### src/rtl/resource_credit_admission_queue_unit_assert.svh
// ----------------------------------------------------------------------------
// Assertion macros for the resource credit admission queue
// Shared concurrent property forms, clocked on the rising edge, reset masked.
// ----------------------------------------------------------------------------
`ifndef RESOURCE_CREDIT_ADMISSION_QUEUE_UNIT_ASSERT_SVH
`define RESOURCE_CREDIT_ADMISSION_QUEUE_UNIT_ASSERT_SVH

// same-cycle implication
`define RCAQ_ASSERT_NOW(label, clk, rst, ante, cons, msg) \
   label: assert property (@(posedge clk) disable iff (rst) (ante) |-> (cons)) \
      else $error(msg);

// next-cycle implication
`define RCAQ_ASSERT_NEXT(label, clk, rst, ante, cons, msg) \
   label: assert property (@(posedge clk) disable iff (rst) (ante) |=> (cons)) \
      else $error(msg);

`endif

### src/rtl/rcaq_pkg.sv
// ----------------------------------------------------------------------------
// rcaq_pkg
// Types, codes and defaults shared by the admission queue modules.
// ----------------------------------------------------------------------------
package rcaq_pkg;

   localparam int DEF_QUEUE_DEPTH = 16;
   localparam int DEF_COUNT_BITS  = 16;
   localparam int LIMIT_BITS      = 16;

   // request actions
   localparam logic [1:0] ACT_ACQUIRE  = 2'd0;
   localparam logic [1:0] ACT_RELEASE  = 2'd1;
   localparam logic [1:0] ACT_ENQUEUE  = 2'd2;
   localparam logic [1:0] ACT_DISPATCH = 2'd3;

   // resource mask bits
   localparam int RES_SQL_BIT = 0;
   localparam int RES_FD_BIT  = 1;

   // response status codes
   localparam logic [2:0] ST_GRANTED    = 3'd0;
   localparam logic [2:0] ST_REFUSED    = 3'd1;
   localparam logic [2:0] ST_RELEASED   = 3'd2;
   localparam logic [2:0] ST_UNDERFLOW  = 3'd3;
   localparam logic [2:0] ST_QUEUED     = 3'd4;
   localparam logic [2:0] ST_QUEUE_FULL = 3'd5;
   localparam logic [2:0] ST_DISPATCHED = 3'd6;

   // register indexes
   localparam logic CSR_SQL_LIMIT = 1'b0;
   localparam logic CSR_FD_LIMIT  = 1'b1;

   typedef struct packed {
      logic [1:0]  action;
      logic [1:0]  need_mask;
      logic [15:0] msg_type;
      logic [63:0] msg_handle;
      logic [63:0] request_id;
   } req_type;

   typedef struct packed {
      logic [2:0]  status;
      logic [1:0]  underflow_mask;
      logic [15:0] sql_in_use;
      logic [15:0] fd_in_use;
      logic        out_valid;
      logic [1:0]  out_mask;
      logic [15:0] out_type;
      logic [63:0] out_handle;
      logic [63:0] out_id;
      logic [63:0] out_serial;
   } rsp_type;

   // one deferred table entry
   typedef struct packed {
      logic [1:0]  mask;
      logic [15:0] msg_type;
      logic [63:0] handle;
      logic [63:0] id;
      logic [63:0] serial;
   } entry_type;

   // top -> queue command
   typedef struct packed {
      logic       enq;
      logic       disp;
      logic [1:0] dmask;
      entry_type  entry;
   } q_cmd_type;

   // queue -> top status
   typedef struct packed {
      logic      busy;
      logic      full;
      logic      done;
      logic      found;
      entry_type entry;
   } q_stat_type;

   typedef enum logic [1:0] {
      Q_IDLE,
      Q_SCAN,
      Q_SHIFT,
      Q_DONE
   } q_state_type;

endpackage

### src/rtl/rcaq_queue.sv
// ----------------------------------------------------------------------------
// rcaq_queue
// Age-ordered deferred table in a single-port-read memory. Enqueue appends at
// the fill point; dispatch scans one entry a cycle, then closes the gap by
// moving the younger entries down one slot a cycle.
// ----------------------------------------------------------------------------
module rcaq_queue #(
   parameter int QUEUE_DEPTH = rcaq_pkg::DEF_QUEUE_DEPTH
) (
   input  logic                   clock,
   input  logic                   reset,
   input  rcaq_pkg::q_cmd_type    q_cmd,
   output rcaq_pkg::q_stat_type   q_stat
);
   import rcaq_pkg::*;

   localparam int FILL_W = $clog2(QUEUE_DEPTH + 1);
   localparam int IDX_W  = (QUEUE_DEPTH > 1) ? $clog2(QUEUE_DEPTH) : 1;
   localparam int SEQ_W  = FILL_W + 1;

   q_state_type        state_ff, state_in;
   logic [FILL_W-1:0]  fill_ff, fill_in;
   logic [FILL_W-1:0]  idx_ff, idx_in;
   logic [1:0]         dmask_ff, dmask_in;
   logic               found_ff, found_in;
   entry_type          hit_ff, hit_in;
   entry_type          rd_data_ff;
   entry_type          entry_mem [QUEUE_DEPTH];

   logic [SEQ_W-1:0]   idx_nx1, idx_nx2, fill_ext, rd_next;
   logic [IDX_W-1:0]   rd_addr, wr_addr;
   logic               wr_en;
   entry_type          wr_data;
   logic               match, full, more1, more2;

   assign idx_nx1  = SEQ_W'(idx_ff) + SEQ_W'(1);
   assign idx_nx2  = SEQ_W'(idx_ff) + SEQ_W'(2);
   assign fill_ext = SEQ_W'(fill_ff);
   assign more1    = idx_nx1 < fill_ext;
   assign more2    = idx_nx2 < fill_ext;
   assign full     = fill_ff == FILL_W'(QUEUE_DEPTH);
   // mask 0 fits any nonzero dispatch mask
   assign match    = (rd_data_ff.mask & dmask_ff) == rd_data_ff.mask;

   // next state
   always_comb begin
      state_in = state_ff;
      unique case (state_ff)
         Q_IDLE: begin
            if (q_cmd.disp) begin
               state_in = (fill_ff == '0) ? Q_DONE : Q_SCAN;
            end
         end
         Q_SCAN: begin
            if (match) begin
               state_in = more1 ? Q_SHIFT : Q_DONE;
            end else begin
               state_in = more1 ? Q_SCAN : Q_DONE;
            end
         end
         Q_SHIFT: begin
            state_in = more2 ? Q_SHIFT : Q_DONE;
         end
         Q_DONE: begin
            state_in = Q_IDLE;
         end
         default: begin
            state_in = Q_IDLE;
         end
      endcase
   end

   // datapath control
   always_comb begin
      fill_in  = fill_ff;
      idx_in   = idx_ff;
      dmask_in = dmask_ff;
      found_in = found_ff;
      hit_in   = hit_ff;
      rd_next  = '0;
      wr_en    = 1'b0;
      wr_addr  = fill_ff[IDX_W-1:0];
      wr_data  = q_cmd.entry;
      unique case (state_ff)
         Q_IDLE: begin
            idx_in   = '0;
            found_in = 1'b0;
            dmask_in = q_cmd.dmask;
            if (q_cmd.enq && !full) begin
               wr_en   = 1'b1;
               fill_in = fill_ff + FILL_W'(1);
            end
         end
         Q_SCAN: begin
            rd_next = idx_nx1;
            if (match) begin
               found_in = 1'b1;
               hit_in   = rd_data_ff;
            end else begin
               idx_in = idx_nx1[FILL_W-1:0];
            end
         end
         Q_SHIFT: begin
            // rd_data_ff holds the entry one slot above idx_ff
            rd_next = idx_nx2;
            wr_en   = 1'b1;
            wr_addr = idx_ff[IDX_W-1:0];
            wr_data = rd_data_ff;
            idx_in  = idx_nx1[FILL_W-1:0];
         end
         Q_DONE: begin
            if (found_ff) begin
               fill_in = fill_ff - FILL_W'(1);
            end
         end
         default: begin
         end
      endcase
      rd_addr = (rd_next < SEQ_W'(QUEUE_DEPTH)) ? rd_next[IDX_W-1:0] : '0;
   end

   // control registers
   always_ff @(posedge clock) begin
      if (reset) begin
         state_ff <= Q_IDLE;
         fill_ff  <= '0;
         idx_ff   <= '0;
         found_ff <= 1'b0;
      end else begin
         state_ff <= state_in;
         fill_ff  <= fill_in;
         idx_ff   <= idx_in;
         found_ff <= found_in;
      end
   end

   // payload registers
   always_ff @(posedge clock) begin
      dmask_ff <= dmask_in;
      hit_ff   <= hit_in;
   end

   // entry table: one write, one registered read per cycle
   always_ff @(posedge clock) begin
      if (wr_en) begin
         entry_mem[wr_addr] <= wr_data;
      end
      rd_data_ff <= entry_mem[rd_addr];
   end

   assign q_stat.busy  = state_ff != Q_IDLE;
   assign q_stat.full  = full;
   assign q_stat.done  = state_ff == Q_DONE;
   assign q_stat.found = found_ff;
   assign q_stat.entry = hit_ff;

`include "resource_credit_admission_queue_unit_assert.svh"

   `RCAQ_ASSERT_NOW(a_fill_bound, clock, reset, 1'b1, fill_ff <= FILL_W'(QUEUE_DEPTH), "fill beyond depth")
   `RCAQ_ASSERT_NOW(a_shift_found, clock, reset, state_ff == Q_SHIFT, found_ff, "shift without a hit")
   `RCAQ_ASSERT_NEXT(a_enq_fill, clock, reset, state_ff == Q_IDLE && q_cmd.enq && !full, fill_ff == $past(fill_ff) + FILL_W'(1), "enqueue did not grow fill")

endmodule

### config.mk
export PLATFORM = sky130hd
export DESIGN_NAME = rcaq_queue
export DESIGN_NICKNAME = d
export VERILOG_FILES = /design/src/rtl/rcaq_pkg.sv /design/src/rtl/rcaq_queue.sv
export VERILOG_INCLUDE_DIRS = /design/src /design/src/rtl
export SDC_FILE = /design/constraint.sdc
export NUM_CORES = 2
export LEC_CHECK = 0
export CORE_MARGIN = 2
export CORE_UTILIZATION = 45
export CTS_CLUSTER_SIZE = 14
export DETAILED_ROUTE_END_ITERATION = 12
export DONT_BUFFER_PORTS = 1
export HOLD_SLACK_MARGIN = 0.12
export PLACE_DENSITY_LB_ADDON = 0.15
export SYNTH_ARGS = -nofsm -noshare
export SYNTH_HDL_FRONTEND = slang
export SYNTH_SLANG_ARGS = --single-unit
### constraint.sdc
create_clock -name clock -period 12.25 [get_ports clock]
set_input_delay 0.6125 -clock clock [delete_from_list [all_inputs] [get_ports clock]]
set_output_delay 0.6125 -clock clock [all_outputs]
set_load 0.02 [all_outputs]
==> key figures <==
Route
  • Total number of vias: 81720
  • Via density per instance: 6.066
  • Drt total wl: 400300 microns
  • Starting DRT DRC Count: 8068
  • Detailed Routing Iterations Pass 1: 6
  • Antenna viol nets, final: 0
  • Wire length per cell: 29.71 microns
  • DRC Markers: 0

Critical path
  • CP max stage cell: buf_4
  • RR Startpoint: state_ff[0]
  • CP dominant cell by count: buf_4
  • Worst setup EP type: flip-flop
  • CP Cell Sequence: inv_1 > ha_4 > buf_4 > nor2b_1 > o21ai_4 > nor3_2 > buf_4 > buf_4 > buf_4 > buf_4 > nand2_1 > nand3_1 > a32oi_1 > a311oi_1
  • Capture point of the worst reg-to-reg path: rd_data_ff[125]
  • Worst Path Arrival: 6.70 ns
  • FF-to-FF path depth: 14
  • Startpoint Class: flip-flop
  • CP max stage delay: 0.79 ns
  • Flop2flop setup slack: 6.39 ns
  • Crit Path Max Fanout: 68
  • CP Class: flip-flop to flip-flop
  • Req. time, crit path: 13.09 ns

Job
  • Maximum Capacitance Violations: 0

STA
  • Final min period: 5.861 ns
  • Layout Skew: 0.03966 ns
  • RSZ-0062 raised after global routing: false
  • Slew Viols, Final: 0
  • TNS Setup: 0 ns
  • Fmax: 170.6 MHz
  • # setup viols final: 0
  • Tcrit/Tclk final: 47.85%
  • Max_slew headroom: 19.78%
  • Final Hold Viols: 0
  • Worst-Margin Slew: 1.203 ns

GRT
  • Largest net degree at the start of global routing: 163
  • Vias in the first global route: 81360
  • Initial antenna violation count: 54
  • First-pass GRT wire length: 575700 microns
  • Total gr overflow: 0
  • Total GRT Usage: 24.62%

Floorplan
  • Die Span Y: 564.6 microns
  • Core area: 312400 sq um
  • Chip Width: 564.6 microns
  • Die ar.: 318800 sq um
  • Initial Utilization: 45.27%
  • Row count: 205
  • Io pins: 430

Yosys
  • Count leader, synth: edfxtp_1
  • Area fraction of the dominant cell type after synthesis: 75.84%
  • Most common library cells after synthesis: 3572 x edfxtp_1, 1724 x nand2_1, 628 x nand3_1
  • Seq/Total Area, Yosys: 79.00%
  • Syn_nets: 9131
  • Main synth FF type: edfxtp_1
  • Syn Inst Count: 8896
  • Async set or reset register ratio after synthesis: 0%
  • Yosys warns: 0
  • Synth Register Bits: 3795
  • Synth area leader: edfxtp_1
  • Ranking of synthesized cells by area: edfxtp_1 76%, nand2_1 4.6%, dfxtp_1 3.2%
  • Synth unique cells: 63
  • EDFF count, synth: 3572
  • Netlist Area Pre-Place: 141400 sq um
  • Avg Cell Area, Syn: 15.90 sq um

Clock tree
  • Clock sink total: 3795
  • Max Root-Sink Buffers: 4
  • Worst-path clk slew: 0.06 ns
  • # H-tree levels: 5
  • Root Buffer: clkbuf_16
  • Clock latency on the worst-skew pair: 0.94 ns
  • CTS Buf Count: 392
  • CTS tree: built
  • # resized after CTS: 0

Power
  • PwrDens: 237.6 nW/um^2
  • IR drop worst, VDD: 0.2923 mV
  • Leakage: 52.12 nW

Worst hold path
  • WHS Endpoint: entry_mem[4][14]
  • Hold Crit Depth: 1
  • HP Class: primary input to flip-flop
  • Min-delay src: q_cmd[14]

Cells and area
  • Nets: 9209
  • Post-route cell area: 161000 sq um
  • Post-Layout Cell Count: 13470
  • Layout cells sized above 1: 13.49%
  • Area Overhead vs Synth: 13.86%
  • Layout Utilization: 51.55%

Status
  • Status: complete, no violations

Placement
  • Dpl hpwl: 193200 microns
  • Post-DP Area: 145700 sq um
  • Placed Cells: 12550
  • Routability cong.: 0.7819
  • PortBufs: 0
worst max-delay path, delay by kind of cell, from the launching register on:
family | cells | cell delay, ns
AOI/OAI and AO/OA | 3 | 0.54
DFF | 1 | 0.36
and+or+nand+nor | 4 | 0.76
buffers and inverters | 6 | 3.52
adders and majority gates | 1 | 0.44
cell families (layout without fill, tap and decap cells):
logic type                 count (synthesis)  count (layout)  synth area share, %
AOI/OAI and AO/OA                       1762            1762                10.02
xor gates and xnor gates                   9               9              0.05573
adders and majority gates                 19              19               0.1734
buffers and inverters                    663            1081                1.966
DFF                                     3795            3795                79.00
muxes                                    212             212                1.704
other                                      0              18                    0
and+or+nand+nor                         2436            2436                7.085
cell type report:
cell class | instances | area [sq um]
fill | 25530 | 151400
timing repair buffer | 326 | 3241
clock inverter | 201 | 2569
inverter | 21 | 86.33
clock buffer | 533 | 10980
antenna | 18 | 45.04
sequential | 3795 | 111700
tap | 4140 | 5180
multi-input combinational | 4438 | 27210
power breakdown:
group          internal, mW  leakage [nW]  switching, mW  total (mW)
logic                  2.18          11.3           5.74        7.92
clock network          7.37          6.63           5.05        12.4
registers              16.9          34.1           1.02        17.9
cell usage in the layout (no fill, tap or decap), types with 13 or more instances in the layout:
cell / n
a21oi_1: 44
a311oi_1: 195
a31oi_1: 216
a32oi_1: 197
buf_12: 29
buf_4: 125
bufinv_16: 50
clkbuf_1: 85
clkbuf_16: 399
clkbuf_8: 49
clkinv_1: 40
clkinv_2: 72
dfxtp_1: 223
diode_2: 18
dlygate4sd3_1: 172
edfxtp_1: 3572
ha_1: 17
inv_1: 20
mux2_2: 210
nand2_1: 1722
nand3_1: 627
nor2_1: 33
nor2_4: 15
nor3_1: 13
o21ai_0: 208
o221a_2: 196
o221ai_1: 221
o22a_1: 195
o22ai_1: 169
o22ai_2: 40
flip-flops by register name, indices dropped and copies added (netlist names):
register	flops
fill_ff	5
state_ff	2
rd_data_ff	210
entry_mem	3360
dmask_ff	2
found_ff	1
idx_ff	5
q_stat	210
worst max path at each step:
stage / start / end
after floorplan: state_ff[0] / entry_mem[0][0]
after global placement: state_ff[0] / rd_data_ff[110]
after detailed placement: state_ff[0] / rd_data_ff[139]
after CTS: state_ff[0] / rd_data_ff[125]
after global routing: state_ff[0] / rd_data_ff[89]
final: state_ff[0] / rd_data_ff[125]
metal layers:
metal	up-vias	share of wire, %	global-route usage (%)
li1	35320	-	-
met1	42530	42	33.89
met2	3223	48	41.09
met3	614	6.7	3.356
met4	30	2.6	6.863
met5	-	0.048	0
through the flow:
| stage | hold slack [ns] | setup WS [ns] | power, mW |
|---|---|---|---|
| after detailed placement | 0.4114 | 6.486 | 26.07 |
| after global placement | 0.4092 | 6.509 | 25.92 |
| after CTS | 0.1202 | 6.427 | 38.52 |
| after floorplan | 0.4027 | 1.025 | 23.08 |
| final | 0.1880 | 6.389 | 38.26 |
| after global routing | 0.1635 | 6.085 | 39.74 |
what timing repair did:
item / 4_1_cts / 5_1_grt
setup endpoints to repair: 0 / 0
endpoints found under the hold margin: 2554 / 0
buffers inserted: 0 / 0
hold buffers: 172 / 0
(Power assumes the default switching activity.)
